[src/rtl/core/cnuc_ram.sv]
// ----------------------------------------------------------------------------
// cnuc_ram
// generic single write port, single read port ram with registered read data
// ----------------------------------------------------------------------------
module cnuc_ram #(
    parameter int WIDTH = 8,
    parameter int DEPTH = 16
) (
    input  logic                     i_clk,
    input  logic                     i_we,
    input  logic [$clog2(DEPTH)-1:0] i_waddr,
    input  logic [WIDTH-1:0]         i_wdata,
    input  logic [$clog2(DEPTH)-1:0] i_raddr,
    output logic [WIDTH-1:0]         o_rdata
);

    logic [WIDTH-1:0] r_mem [DEPTH];
    logic [WIDTH-1:0] r_rdata;

    always_ff @(posedge i_clk) begin
        if (i_we) begin
            r_mem[i_waddr] <= i_wdata;
        end
        r_rdata <= r_mem[i_raddr];
    end

    assign o_rdata = r_rdata;

endmodule

[config.mk]
export PLATFORM = sky130hd
export DESIGN_NAME = cnuc_ram
export DESIGN_NICKNAME = d
export VERILOG_FILES = /design/src/rtl/core/cnuc_ram.sv
export SDC_FILE = /design/constraint.sdc
export NUM_CORES = 1
export LEC_CHECK = 0
export BUFFER_PORTS_ARGS = -buffer_cell sky130_fd_sc_hd__buf_2
export CORE_MARGIN = 4
export CORE_UTILIZATION = 60
export CTS_CLUSTER_DIAMETER = 80
export CTS_CLUSTER_SIZE = 24
export DETAILED_ROUTE_END_ITERATION = 10
export GPL_ROUTABILITY_DRIVEN = 0
export PLACE_DENSITY = 0.78
export SYNTH_ARGS = -nofsm -noshare
export SYNTH_HDL_FRONTEND = slang
export SYNTH_SLANG_ARGS = --single-unit
[constraint.sdc]
create_clock -name i_clk -period 2.16 [get_ports i_clk]
set_clock_uncertainty 0.2 [all_clocks]
set_input_delay 0.216 -clock i_clk [delete_from_list [all_inputs] [get_ports i_clk]]
set_output_delay 0.216 -clock i_clk [all_outputs]
set_load 0.05 [all_outputs]
Word level (Yosys, flattened, before mapping). Memories as Yosys holds them, arrays and structs flattened. A register that Yosys moved wholly into a read port is not among the register bits. Index checks and enable logic that the tools add are counted.

Register bits: 0. Input port bits: 18. Bits in writable memories: 128. Memories kept: 1. Output and inout bits: 8. Logic and storage cells: 3.

Memories: r_mem (words 16, bits a word 8, read ports 1, clocked after Yosys merged registers in 1, wr ports 1, line 17) `logic [WIDTH-1:0] r_mem [DEPTH];`.

Muxes and demuxes: 2.

Operators by type and width (number): 2-to-1 mux 1 bit (2).

Longest topological paths before layout. Gate-level depths: netlist (run 1).

Depth in word-level cells: 2. Mapped depth: 5. Depth with buffers taken out: 3.

Least setup slack after synthesis (run 1). Ideal clock, no wire load.

Kind: input port to flip-flop. Start point: in i_waddr[2]. End point: mem r_mem[0][0], enable pin. Data required time: 1.577 ns. Library setup time: 0.383 ns. Arrival: 1.326 ns. Path buffers: 0. Stages: 2. Setup slack: 0.251 ns. Path through: or3b_2 nor3_1.

RTL lines: start: declaration (line 11) `input logic [$clog2(DEPTH)-1:0] i_waddr,`; end: declaration (line 17).

Straight into the memory's write port.

==> results.cfg, run 1 <==
[clock_tree]
h-tree-depth = 4
path_clk_slew_ns = 0.06
cts.sinks = 136
cts_tree = done
clockRootBuffer = clkbuf_8
cts-buffers-inserted = 17
clock_latency_ns = 0.52
cts_buffer_depth = 2

[die]
coreArea_um2 = 8300
die_h_um = 101
die_w_um = 101
rows = 33
initial_core_util_pct = 62.0
die_area_um2 = 10100
pin_count = 26

[cells_and_area]
finalNetCount = 309
final_cell_mix = edfxtp_1 (128), buf_2 (25), buf_4 (19), mux4_2 (18)
synthToLayoutAreaGrowth_pct = 18.7
num-fill-cells = 448
drive_gt1_share_pct = 30.6
multiInputGateArea_um2 = 1060
ff_latch_area_um2 = 4000
antenna_cells = 0
layout_commonest_cell = edfxtp_1

[route]
wl_per_cell_um = 25.0
drc = 0
antenna_left = 0
totalWireLength_um = 10200
vias = 2581
vias_per_cell = 6.31
drtPass1Iterations = 5
drtIter0Drc = 175

[power]
power.density_nw_per_um2 = 979
p_leak_nw = 2.10
ir_worst_vdd_uv = 669

[setup_path]
end_kind = flop
reg2reg_depth = 3
slowest_stage = mux4_1
setup.worst_path.start = r_mem[10][4]$_DFFE_PP_
arrival_ns = 1.83
r2r_start = r_mem[10][4]$_DFFE_PP_
cp_max_fo = 1
crit_path_max_incr_delay_ns = 0.56
setup.worst_path.start_class = flop
critPathKind = flop to flop
path_cells = mux4_1, a22oi_1, nand2_1
required_ns = 2.34

[logic_synthesis]
syn_inst = 229
netlist_area_um2 = 5150
synth_cell_types = 19
ys_seq_area_share_pct = 77.8
avgSynthCellArea_um2 = 22.5
ys_ff_latch = 136
syn_nets = 247
yosysWarnings = 0

[min_path]
hold_depth = 3
worstHoldStart = i_waddr[0]
hp-class = input port to flop

[placed_design]
dp_slack_ns = 0.319
post-dp-hpwl_um = 5750
io_buffers = 25

[grt]
grt_use_total_pct = 22.7
grt_pass1_wl_um = 15900
grt_pass1_vias = 2681
grt-ovfl-total = 0
antenna_found_initial = 0
grt_start_max_net_pins = 33

[job]
cap_violations = 0

[timing]
finalWorstSetupSlack_ns = 0.510
setup_tns_ns = 0
finalHoldViolCount = 0
period_needed_ns = 1.65
rsz0062_at_grt = false
period_share_pct = 76.4
worst_slew_pin_slew_ns = 0.773
slew_viol_final = 0
fmax_mhz = 606
setup_viol = 0
maxSlewHeadroom_pct = 48.4

[status]
status = finished clean
[final timing paths]
kind | endpoint | slack, ns
max | o_rdata[4]$_DFF_P_ | 0.51
min | r_mem[0][6]$_DFFE_PP_ | 0.07
min reg2reg | o_rdata[3]$_DFF_P_ | 0.48
max reg2reg | o_rdata[4]$_DFF_P_ | 0.51
[power breakdown]
part | internal, mW | switching [mW] | leakage [nW]
registers | 2.95 | 0.0208 | 1.22
logic | 0.127 | 0.213 | 0.614
clock network | 1.62 | 1.05 | 0.257
total | 4.70 | 1.28 | 2.10
[cell usage after synthesis]
cell               n  share of area (%)
a22oi_1           16                2.3
and2_1             1               0.12
and2b_1            1               0.15
buf_2              3               0.29
buf_4              1               0.15
buf_6              3               0.66
clkdlybuf4s25_2    3               0.58
dfxtp_1            8                3.1
edfxtp_1         128                 75
mux4_1            14                7.1
mux4_2            18                7.9
nand2_1            9               0.66
nand2b_1           2               0.24
nand3_1            1              0.097
nand3b_1           2               0.29
nor2_1            13               0.95
nor2b_1            1               0.12
nor3_1             4               0.39
or3b_2             1               0.17
[sequential cells by signal, summed over array words and instances, names as in the netlist]
| register | cells |
|---|---|
| r_mem | 128 |
| o_rdata | 8 |
[cell families (layout without fill, tap and decap cells)]
kind of cell	Yosys count	in the layout	synth area share (%)
buffers and inverters	10	85	1.68
multiplexers	32	32	15.0
flip-flops	136	136	77.8
AND/OR/NAND/NOR	35	35	3.18
AO/OA/AOI/OAI	16	16	2.33
[worst max-delay path, delay by kind of cell (launching register included)]
family	cells	cell delay, ns
AO/OA/AOI/OAI	1	0.26
flip-flops	1	0.41
multiplexers	1	0.56
AND/OR/NAND/NOR	1	0.10
[metal layers]
layer	vias up	routed length [µm]	part of all wire, %	GRT usage (%)
li1	1099	-	-	-
met1	1329	4140	40	30.9
met2	133	5080	50	34.3
met3	20	743	7.3	6.99
met4	0	264	2.6	9.95
met5	-	0	0	0
[cell type report]
class                   instances  area share [%]
clock inverters                14            2.19
repair buffers                 53            6.02
well taps                     105            2.15
multi-input cells              83            17.3
clock buffers                  18            6.84
flip-flops and latches        136            65.5
[per-stage QoR]
| stage | total power, mW | hold slack, ns | cells | instance area [µm²] | utilization [%] |
|---|---|---|---|---|---|
| finish | 5.98 | 0.0701 | 409 | 6110 | 73.6 |
| global route | 6.20 | 0.0560 | 409 | 6110 | 73.6 |
| CTS | 6.02 | 0.0433 | 409 | 6110 | 73.6 |
| detailed placement | 3.35 | 0.413 | 369 | 5480 | 66.0 |
| global placement | 3.34 | 0.404 | 369 | 5480 | 66.0 |
| floorplan | 3.23 | 0.115 | 229 | 5150 | - |
[timing repair]
item	4_1_cts	5_1_grt
hold buffers	8	0
endpoints found under the hold margin	128	0
resized for setup	0	0
buffers inserted	0	0
Power figures use the tool's default switching activity.
==> run 2: changes to the inputs <==
Clock period 2.16 ns to 1.6 ns, I/O delays scaled along.
==> run 2 against run 1 <==
Against the previous run:
- worst hold slack got worse by 0.048 ns
- non-clock buffer count up 7
- critical path depth did not move
- die area is the same
- wire length down 2.9%
- sequential share of layout area fell by 1.5 points
- utilization increased by 1.7 points
- register-to-register slack lost 0.45 ns
- setup slack got worse by 0.45 ns
==> results.cfg, run 2 (synthesis gave the netlist of run 1 again) <==
[cells_and_area]
regMostFlops = r_mem
finalNetCount = 316
antenna_cells = 0
stdcell_area_um2 = 6250
final_cell_mix = edfxtp_1 (128), buf_2 (25), buf_4 (24), mux4_2 (18), clkbuf_16 (16)
layout_commonest_cell = edfxtp_1
num-fill-cells = 442
synthToLayoutAreaGrowth_pct = 21.5
drive_gt1_share_pct = 33.8
largest_register_ffs = 128

[timing]
slew_viol_final = 0
period_share_pct = 96.4
maxSlewHeadroom_pct = 43.7
rsz0062_at_grt = false
finalHoldViolCount = 0
finalWorstSetupSlack_ns = 0.0583
setup_viol = 0
worst_slew_pin_slew_ns = 0.842
period_needed_ns = 1.54
fmax_mhz = 649

[setup_path]
crit_path_max_incr_delay_ns = 0.51
crit_family = multiplexers
setup.worst_path.start_class = flop
cp_max_fo = 1
required_ns = 1.78
path_cells = mux4_1, a22oi_1, nand2_1
critPathKind = flop to flop
arrival_ns = 1.72
slowest_stage = mux4_1
crit_buf_inv = 0
end_kind = flop

[power]
ir_worst_vdd_uv = 886
p_leak_nw = 2.17
total_power_mw = 8.32
power.density_nw_per_um2 = 1330

[clock_tree]
cts-buffers-inserted = 17
cts_tree = done
cts.sinks = 136
cts_setup_buffers = 0
clockRootBuffer = clkbuf_8
clock_latency_ns = 0.50
h-tree-depth = 4
cts_buffer_depth = 2
path_clk_slew_ns = 0.06

[die]
rows = 33
die_area_um2 = 10100
die_w_um = 101
initial_core_util_pct = 62.0
coreArea_um2 = 8300
pin_count = 26
die_h_um = 101

[route]
vias = 2499
wl_per_cell_um = 23.9
drtPass1Iterations = 4
drc = 0
antenna_left = 0
totalWireLength_um = 9930
drtIter0Drc = 177
vias_per_cell = 6.01

[job]
cap_violations = 0

[grt]
grt-ovfl-total = 0
grt_use_total_pct = 22.1
grt_start_max_net_pins = 22
grt_pass1_vias = 2682
grt_pass1_wl_um = 15700
antenna_found_initial = 0

[placed_design]
post-dp-hpwl_um = 6330
placed_area_um2 = 5560
io_buffers = 25
dp_slack_ns = -0.229

[min_path]
hp-class = input port to flop

[status]
status = finished clean
-- run 2: timing repair --
item | in CTS | in global routing
endpoints found under the hold margin | 128 | 0
setup endpoints to repair | 0 | 3
resized for setup | 0 | 3
hold buffers | 8 | 0
-- run 2: area by class of cell --
cell class              instances  area, µm²  share of cell area (%)
flip-flops and latches        136       4000                    64.0
multi-input cells              83       1080                    17.2
clock buffers                  21        449                    7.18
repair buffers                 60        445                    7.12
clock inverters                11        146                    2.34
well taps                     105        131                    2.10
-- run 2: worst min-delay path: stages --
cell and delay, ns:
buf_2 0.16, nor3_1 0.09, buf_4 0.15
-- run 2: metrics by stage --
| step | utilization (%) | hold slack, ns | TNS (ns) | cells |
|---|---|---|---|---|
| 6_report | 75.4 | 0.0224 | 0 | 416 |
| 5_1_grt | 75.4 | 0.0281 | 0 | 416 |
| 4_1_cts | 75.2 | 0.0106 | 0 | 416 |
| 3_5_place_dp | 67.0 | 0.348 | -2.15 | 376 |
| 3_3_place_gp | 67.0 | 0.338 | -0.962 | 376 |
| 2_1_floorplan | - | 0.0589 | -0.703 | 229 |
-- run 2: path summary, 6_finish.rpt --
path	start	endpoint	slack, ns	cells past startpoint
max	r_mem[1][0]$_DFFE_PP_	o_rdata[0]$_DFF_P_	0.06	3
min	i_waddr[0]	r_mem[4][1]$_DFFE_PP_	0.02	3
max reg2reg	r_mem[1][0]$_DFFE_PP_	o_rdata[0]$_DFF_P_	0.06	3
min reg2reg	r_mem[14][6]$_DFFE_PP_	o_rdata[6]$_DFF_P_	0.48	3
-- run 2: per-layer routing --
layer | wire length [µm] | global-route usage (%)
met1 | 4090 | 30.8
met2 | 5160 | 35.7
met3 | 639 | 5.47
met4 | 45 | 5.60
met5 | 0 | 0
-- run 2: report_power, final --
group | switching [mW] | total (mW) | internal, mW | leakage (nW)
clock | 1.37 | 3.83 | 2.46 | 0.288
combinational | 0.294 | 0.482 | 0.188 | 0.661
sequential | 0.0265 | 4.01 | 3.98 | 1.22
total | 1.69 | 8.32 | 6.63 | 2.17
