## src/rtl/core/cnuc_pkg.sv

```systemverilog
// ----------------------------------------------------------------------------
// cnuc_pkg
// shared widths, constants and sequencer states for the column correction unit
// ----------------------------------------------------------------------------
package cnuc_pkg;

    localparam int MAX_COLS   = 1024;
    localparam int COL_W      = $clog2(MAX_COLS);
    localparam int WID_W      = COL_W + 1;
    localparam int PIX_W      = 16;
    localparam int FRAC_BITS  = 16;
    localparam int GAIN_W     = 24;
    localparam int SUM_W      = 28;
    localparam int TOTAL_W    = 38;
    localparam int DEN_W      = WID_W + SUM_W;
    localparam int NUM_W      = TOTAL_W + FRAC_BITS;
    localparam int REM_W      = NUM_W + 1;
    localparam int DSH_W      = DEN_W + GAIN_W - 1;
    localparam int PROD_W     = PIX_W + GAIN_W;
    localparam int QCNT_W     = $clog2(GAIN_W);

    localparam logic [GAIN_W-1:0]  GAIN_ONE  = GAIN_W'(1) << FRAC_BITS;
    localparam logic [GAIN_W-1:0]  GAIN_MAX  = {GAIN_W{1'b1}};
    localparam logic [SUM_W-1:0]   SUM_MAX   = {SUM_W{1'b1}};
    localparam logic [TOTAL_W-1:0] TOTAL_MAX = {TOTAL_W{1'b1}};
    localparam logic [WID_W-1:0]   WIDTH_RST = WID_W'(MAX_COLS);

    typedef enum logic [3:0] {
        S_INIT,
        S_IDLE,
        S_CAL_WR,
        S_COR_MUL,
        S_COR_RND,
        S_GP_RD,
        S_GP_MUL,
        S_GP_CHK,
        S_GP_WAIT,
        S_GP_WR
    } t_state;

endpackage

```

## src/rtl/core/cnuc_div.sv

```systemverilog
// ----------------------------------------------------------------------------
// cnuc_div
// iterative restoring divider, one quotient bit a cycle, rounded and saturated
// ----------------------------------------------------------------------------
module cnuc_div (
    input  logic                        i_clk,
    input  logic                        i_rst_n,
    input  logic                        i_start,
    input  logic [cnuc_pkg::NUM_W-1:0]  i_num,
    input  logic [cnuc_pkg::DEN_W-1:0]  i_den,
    output logic                        o_done,
    output logic [cnuc_pkg::GAIN_W-1:0] o_quot
);

    logic [cnuc_pkg::REM_W-1:0]  r_rem;
    logic [cnuc_pkg::DSH_W-1:0]  r_dsh;
    logic [cnuc_pkg::GAIN_W-1:0] r_q;
    logic [cnuc_pkg::QCNT_W-1:0] r_cnt;
    logic                        r_run;
    logic                        r_done;

    logic [cnuc_pkg::REM_W-1:0]  rem0;
    logic                        sat;
    logic                        ge;

    // numerator plus half the divisor gives round half up
    assign rem0 = {1'b0, i_num} + cnuc_pkg::REM_W'(i_den >> 1);
    // quotient would not fit the gain width
    assign sat  = ({(cnuc_pkg::DSH_W + 1)'(rem0)}) >= {i_den, {cnuc_pkg::GAIN_W{1'b0}}};
    assign ge   = cnuc_pkg::DSH_W'(r_rem) >= r_dsh;

    always_ff @(posedge i_clk) begin
        if (!i_rst_n) begin
            r_run  <= 1'b0;
            r_done <= 1'b0;
        end else begin
            r_done <= 1'b0;
            if (i_start) begin
                r_rem <= rem0;
                r_dsh <= {i_den, {(cnuc_pkg::GAIN_W-1){1'b0}}};
                r_cnt <= cnuc_pkg::QCNT_W'(cnuc_pkg::GAIN_W - 1);
                if (sat) begin
                    r_q    <= cnuc_pkg::GAIN_MAX;
                    r_done <= 1'b1;
                end else begin
                    r_run <= 1'b1;
                end
            end else if (r_run) begin
                if (ge) begin
                    r_rem <= r_rem - r_dsh[cnuc_pkg::REM_W-1:0];
                end
                r_q   <= {r_q[cnuc_pkg::GAIN_W-2:0], ge};
                r_dsh <= r_dsh >> 1;
                r_cnt <= r_cnt - 1'b1;
                if (r_cnt == '0) begin
                    r_run  <= 1'b0;
                    r_done <= 1'b1;
                end
            end
        end
    end

    assign o_done = r_done;
    assign o_quot = r_q;

endmodule

```

## config.mk

```make
export PLATFORM = sky130hd
export DESIGN_NAME = cnuc_div
export DESIGN_NICKNAME = d
export VERILOG_FILES = /design/src/rtl/core/cnuc_pkg.sv /design/src/rtl/core/cnuc_div.sv
export SDC_FILE = /design/constraint.sdc
export NUM_CORES = 1
export LEC_CHECK = 0
export BUFFER_PORTS_ARGS = -buffer_cell sky130_fd_sc_hd__buf_4
export CAP_MARGIN = 10
export CORE_ASPECT_RATIO = 0.5
export CORE_MARGIN = 1.5
export CORE_UTILIZATION = 56
export DETAILED_ROUTE_END_ITERATION = 7
export PLACE_DENSITY = 0.79
export REMOVE_ABC_BUFFERS = 1
export SYNTH_ARGS = -nofsm -noshare
export SYNTH_HDL_FRONTEND = slang
export SYNTH_SLANG_ARGS = --single-unit
```

## constraint.sdc

```tcl
create_clock -name i_clk -period 5.3 [get_ports i_clk]
set_input_delay 0 -clock i_clk [delete_from_list [all_inputs] [get_ports i_clk]]
set_output_delay 0 -clock i_clk [all_outputs]
set_load 0.05 [all_outputs]
```

### Word level (Yosys, flattened, before mapping)

Cells that the tools add are included.

| storage, ports and cells | value |
|---|---|
| register bits after elaboration | 148 |
| input port bits | 96 |
| output and inout bits | 25 |
| word-level logic and storage cells | 37 |

| cells by class | value |
|---|---|
| add/sub/neg operators | 3 |
| magnitude comparators | 2 |
| equality and inequality tests | 2 |
| multiplexer cells | 17 |
| reductions and logical operators | 6 |

Operators with widths:

| kind | count |
|---|---|
| $mux W55 | 3 |
| $mux W62 | 2 |
| $mux W24 | 3 |
| $ge A55 B63 Y1 | 1 |
| $ge A55 B62 Y1 | 1 |
| $add A54 B38 Y55 | 1 |
| $sub A55 B55 Y55 | 1 |
| $mux W1 | 8 |
| $reduce_and A3 Y1 | 2 |
| $logic_not A5 Y1 | 1 |
| $mux W5 | 1 |
| $sub A5 B1 Y5 const B | 1 |
| $reduce_bool A2 Y1 | 2 |
| $ne A2 B1 Y1 const B | 1 |
| $ne A2 B2 Y1 const B | 1 |
| $reduce_and A2 Y1 | 1 |

### Depth between registers and ports, before layout

| logic depth | value |
|---|---|
| depth in word-level cells | 4 |
| depth in mapped cells | 20 |
| gate-level depth less buffers | 20 |

### Worst setup path before layout

OpenSTA, ideal clock, no wires.

| timing | value |
|---|---|
| path type | input port to flip-flop |
| from | input port i_num[0] in the netlist's numbering |
| to | register r_q (netlist bit o_quot[0]), enable pin |
| library setup time | 0.413 ns |
| data arrival time | 4.984 ns |
| data required time | 4.887 ns |
| path slack | -0.097 ns |
| cell stages on the path | 20 |
| buffers on the path | 0 |
| path through | ha_1 fa_1 a21oi_1 o211a_1 o21ai_1 and4_1 o21a_1 nand3b_1 nand3_1 or3_1 nand2_1 ha_1 nand4_1 nor2_1 nor4b_1 nand4_1 nor4_1 nand4b_1 or4_4 a21oi_1 |

| on the way | value |
|---|---|
| cells in the longest elaborated chain, start to end | 4 |

RTL lines:

| element | RTL line | text |
|---|---|---|
| start: declaration | cnuc_div.sv:9 | `input logic [cnuc_pkg::NUM_W-1:0] i_num,` |
| $add A54 B38 Y55 | cnuc_div.sv:27 | `assign rem0 = {1'b0, i_num} + cnuc_pkg::REM_W'(i_den >> 1);` |
| $ge A55 B63 Y1 | cnuc_div.sv:29 | `assign sat = ({(cnuc_pkg::DSH_W + 1)'(rem0)}) >= {i_den, {cnuc_pkg::GAIN_W{1'b0}}};` |
| $ne A2 B1 Y1 (no source line) | -- |  |
| $reduce_and A3 Y1 (no source line) | -- |  |
| end signal: assignment | cnuc_div.sv:43 | `r_q <= cnuc_pkg::GAIN_MAX;` |
| end signal: assignment | cnuc_div.sv:52 | `r_q <= {r_q[cnuc_pkg::GAIN_W-2:0], ge};` |
| end: declaration | cnuc_div.sv:17 | `logic [cnuc_pkg::GAIN_W-1:0] r_q;` |

Every way passes these cells.
A chain may end at the register's enable or synchronous reset.

### Final worst setup path

| timing | value |
|---|---|
| from | input port i_den[7] in the netlist's numbering |
| to | register r_q (netlist bit o_quot[1]), enable pin |

| on the way | value |
|---|---|
| cells in the longest elaborated chain, start to end | 4 |

RTL lines:

| element | RTL line | text |
|---|---|---|
| start: declaration | cnuc_div.sv:10 | `input logic [cnuc_pkg::DEN_W-1:0] i_den,` |
| $add A54 B38 Y55 | cnuc_div.sv:27 |  |
| $ge A55 B63 Y1 (*) | cnuc_div.sv:29 |  |
| $ne A2 B1 Y1 (no source line) (*) | -- |  |
| $reduce_and A3 Y1 (no source line) (*) | -- |  |

Every way passes the cells marked *; elsewhere a longest branch is shown, timed or not.

==> summary.md <==
| Metric | Value |
|---|---|
| Fin util | `67.6%` |
| Final wirelength | `40200 um` |
| Fin Setup TNS | `0 ns` |
| Global-route wire length before repair | `between 60000 and 70000 um` |
| Number of iterations in the first detailed-routing pass | `6` |
| Post-route DRC | `0` |
| Placed Area | `0.0141 mm^2` |
| Synth top cells by count | `146 x edfxtp_1, 133 x a21oi_1, 132 x nand2_1` |
| Crit path largest cell delay | `around 0.60 ns` |
| Core area | `between 0.02 and 0.025 mm^2` |
| Post-synthesis cell count | `1482` |
| Total Routing Usage GR | `33.2%` |
| Crit path arrival time | `approximately 5.3 ns` |
| Clk sinks | `148` |
| Max Clk Rate | `0.194 GHz` |
| TritonCTS clock tree | `built` |
| Finished Cell Area | `0.0154 mm^2` |
| Worst slew margin | `43.6%` |
| Worst reg2reg setup slack | `1.15 ns` |
| Yosys warning count | `0` |
| Vias | `12100` |
| EDFF count, synth | `about 150` |
| Share of the synthesized area in the top cell type | `between 30% and 40%` |
| Setup Viol. Count Final | `0` |
| HP Start | `i_num[50]` |
| Final critical-path share of the clock period | `between 90% and 100%` |
| Setup crit end kind | `register` |
| Leakage | `6.54 nW` |
| Die Y | `110 um` |
| Yosys top cell by area | `edfxtp_1` |
| Setup ws final | `0.147 ns` |
| Tmin final | `about 5.2 ns` |
| DR iter-0 viols | `around 1400` |
| Hold endpoint | `r_rem[50]` |
| Max-cap viol count | `0` |
| Seq/Total Area, Yosys | `34.2%` |
| Antenna Nets Post-Route | `0` |
| Nets@finish | `1844` |
| Inst Count DP | `about 1900` |
| Layout Cells excl Fill | `1939` |
| Crit-path cells | `dlygate4sd3_1 > buf_4 > ha_1 > a21oi_2 > o22ai_1 > nor2_1 > nand4_1 > a311oi_2 > o31a_1 > buf_4 > nand2b_1 > xnor2_1 > ha_1 > nand4_1 > nor2_4 > nor4b_2 > nand4_1 > nor4_2 > nand4b_1 > or4_4 > a21oi_4 > clkbuf_16` |
| CP Launch Type | `input pin` |
| Critical-path maximum fanout | `6` |
| H-Tree Depth | `4` |
| Die Wd | `218 um` |
| Initial antenna violation count | `0` |
| Layout cell share with drive strength beyond 1 | `16.2%` |
| Mapped Area | `~0.013 mm^2` |
| Via density | `6.21` |
| Critical Path RT | `around 5.5 ns` |
| CTS root buf | `clkbuf_16` |
| Crit Path Category | `in2reg` |
| Fin. max-slew vios | `0` |
| Worst r2r dst | `r_rem[2]` |
| Hold depth | `3` |
| Most frequent cell after synthesis | `edfxtp_1` |
| Num ports | `121` |
| Top FF cell, synth | `edfxtp_1` |
| Vias in the first global route | `11500` |
| Clock-pin slew on the worst setup and hold paths | `0.06 ns` |
| Final Power | `4.27 mW` |
| FILL cells | `1885` |
| Largest net degree at the start of global routing | `85` |
| Routed len/inst | `20.7 um` |
| Distinct cells, synth | `81` |
| Grt total ovfl | `0` |
| Synth area leaders | `edfxtp_1 34%, ha_1 12%, a21oi_1 5.1%, nand2_1 3.8%, o21ai_0 3.8%` |
| Most common cell on crit path | `nand4_1` |
| Power per Cell Area | `278 mW/mm^2` |
| Final Hold Slack | `0.0177 ns` |
| FP Rows | `39` |
| Slowest cell on crit path | `or4_4` |
| IO Port Bufs | `120` |
| Die ar. | `0.0241 mm^2` |
| Maximum vdd drop | `approximately 200 uV` |
| Syn_area_per_cell | `8.73 um^2` |
| Crit Reg-Reg Startpoint | `r_rem[26]` |
| Starting Density | `between 50 and 60%` |
| FF+latch count, synth | `148` |
| Worst min path class | `in2reg` |
| Setup WS pre-CTS | `0.0860 ns` |
| Worst Tran Pin Value | `0.846 ns` |
| Area Growth Syn to Fin | `18.9%` |
| GP Congestion | `roughly 1.1` |
| Clock latency on the worst-skew pair | `0.45 ns` |
| Clock Skew | `0.0192 ns` |
| Final Hold Vio Count | `0` |
| Post-synth ARST share | `0%` |
| Diode count | `0` |
| Status | `finished, final reports clean` |
| Register-to-Register Path Depth | `11` |
| CTS max path bufs | `2` |
| HPWL after detailed placement | `30700 um` |
| Clock buffer count from CTS | `17` |
## cell families after synthesis
logic type / after synthesis / synth area share, %
AND/OR/NAND/NOR: 461 / 17.5
AO/OA/AOI/OAI: 441 / 21.4
buffers and inverters: 184 / 5.75
flip-flops: 148 / 34.2
adder cells (fa/ha/maj): 127 / 12.4
XOR/XNOR: 91 / 6.16
multiplexers: 30 / 2.55
## worst max-delay path by stage
| stage | startpoint | end |
|---|---|---|
| after floorplan | i_num[0] | o_quot[0] |
| after global placement | i_num[32] | o_quot[23] |
| after detailed placement | i_num[0] | o_quot[19] |
| after CTS | i_den[7] | o_quot[23] |
| after global routing | i_den[7] | o_quot[1] |
| final | i_den[7] | o_quot[1] |
## cell usage in the layout (no fill, tap or decap), types with 5 or more instances in the layout
cell and n:
a2111oi_0 7, a211oi_1 7, a21o_1 60, a21oi_1 126
a21oi_2 6, a311oi_1 5, a31oi_1 22, and2_1 10
and3_1 16, and4_1 8, buf_4 143, bufinv_16 5
clkbuf_16 18, dlygate4sd3_1 41, edfxtp_1 146, ha_1 120
inv_1 115, mux2_2 23, mux2i_1 6, nand2_1 130
nand2b_1 14, nand3_1 24, nand4_1 41, nor2_1 118
nor2b_1 13, nor3_1 19, nor4_1 8, o211ai_1 10
o21a_1 16, o21ai_0 97, o21ai_1 10, o21bai_1 13
o22ai_1 5, o31ai_1 8, or2_2 24, or3_1 7
xnor2_1 54, xor2_1 36
## final cells by class
type                            count  area, um^2  area share (%)
Inverter                          116         435            2.83
Multi-Input combinational cell   1150        7940            51.6
Timing Repair Buffer              188        1560            10.1
Sequential cell                   148        4420            28.8
Clock buffer                       18         429            2.79
Clock inverter                     12         204            1.33
Tap cell                          307         384            2.50
## metal layers
metal  track usage [%]  vias to the layer above  part of all wire, %
met4              8.97                        0                  2.3
li1                  -                     5700                    -
met3              6.17                       68                  9.0
met1              47.0                     5711                   44
met5                 0                        -                    0
met2              52.1                      571                   45
## sequential cells by signal (all words and copies together) (netlist names)
| name | count |
|---|---|
| r_dsh | 62 |
| o_quot | 24 |
| r_run | 1 |
| o_done | 1 |
| r_cnt | 5 |
| r_rem | 55 |
## critical path: cells and delay by family
kind,cells,cell delay [ns]
xor+xnor,1,0.09
buf+inv,4,1.07
compound gates,5,1.39
simple gates,10,2.15
fa+ha+maj,2,0.62
## report_power, final
part	internal [mW]	total (mW)	switching [mW]
registers	1.40	1.42	0.0251
clock network	0.835	1.36	0.528
logic	0.584	1.49	0.905
## repair_timing
action | in CTS | in global routing
endpoints found under the setup margin | 0 | 26
resized for setup | 0 | 36
buffers inserted | 0 | 5
hold endpoints to repair | 58 | 0
hold buffers | 41 | 0
Power figures use the tool's default switching activity.
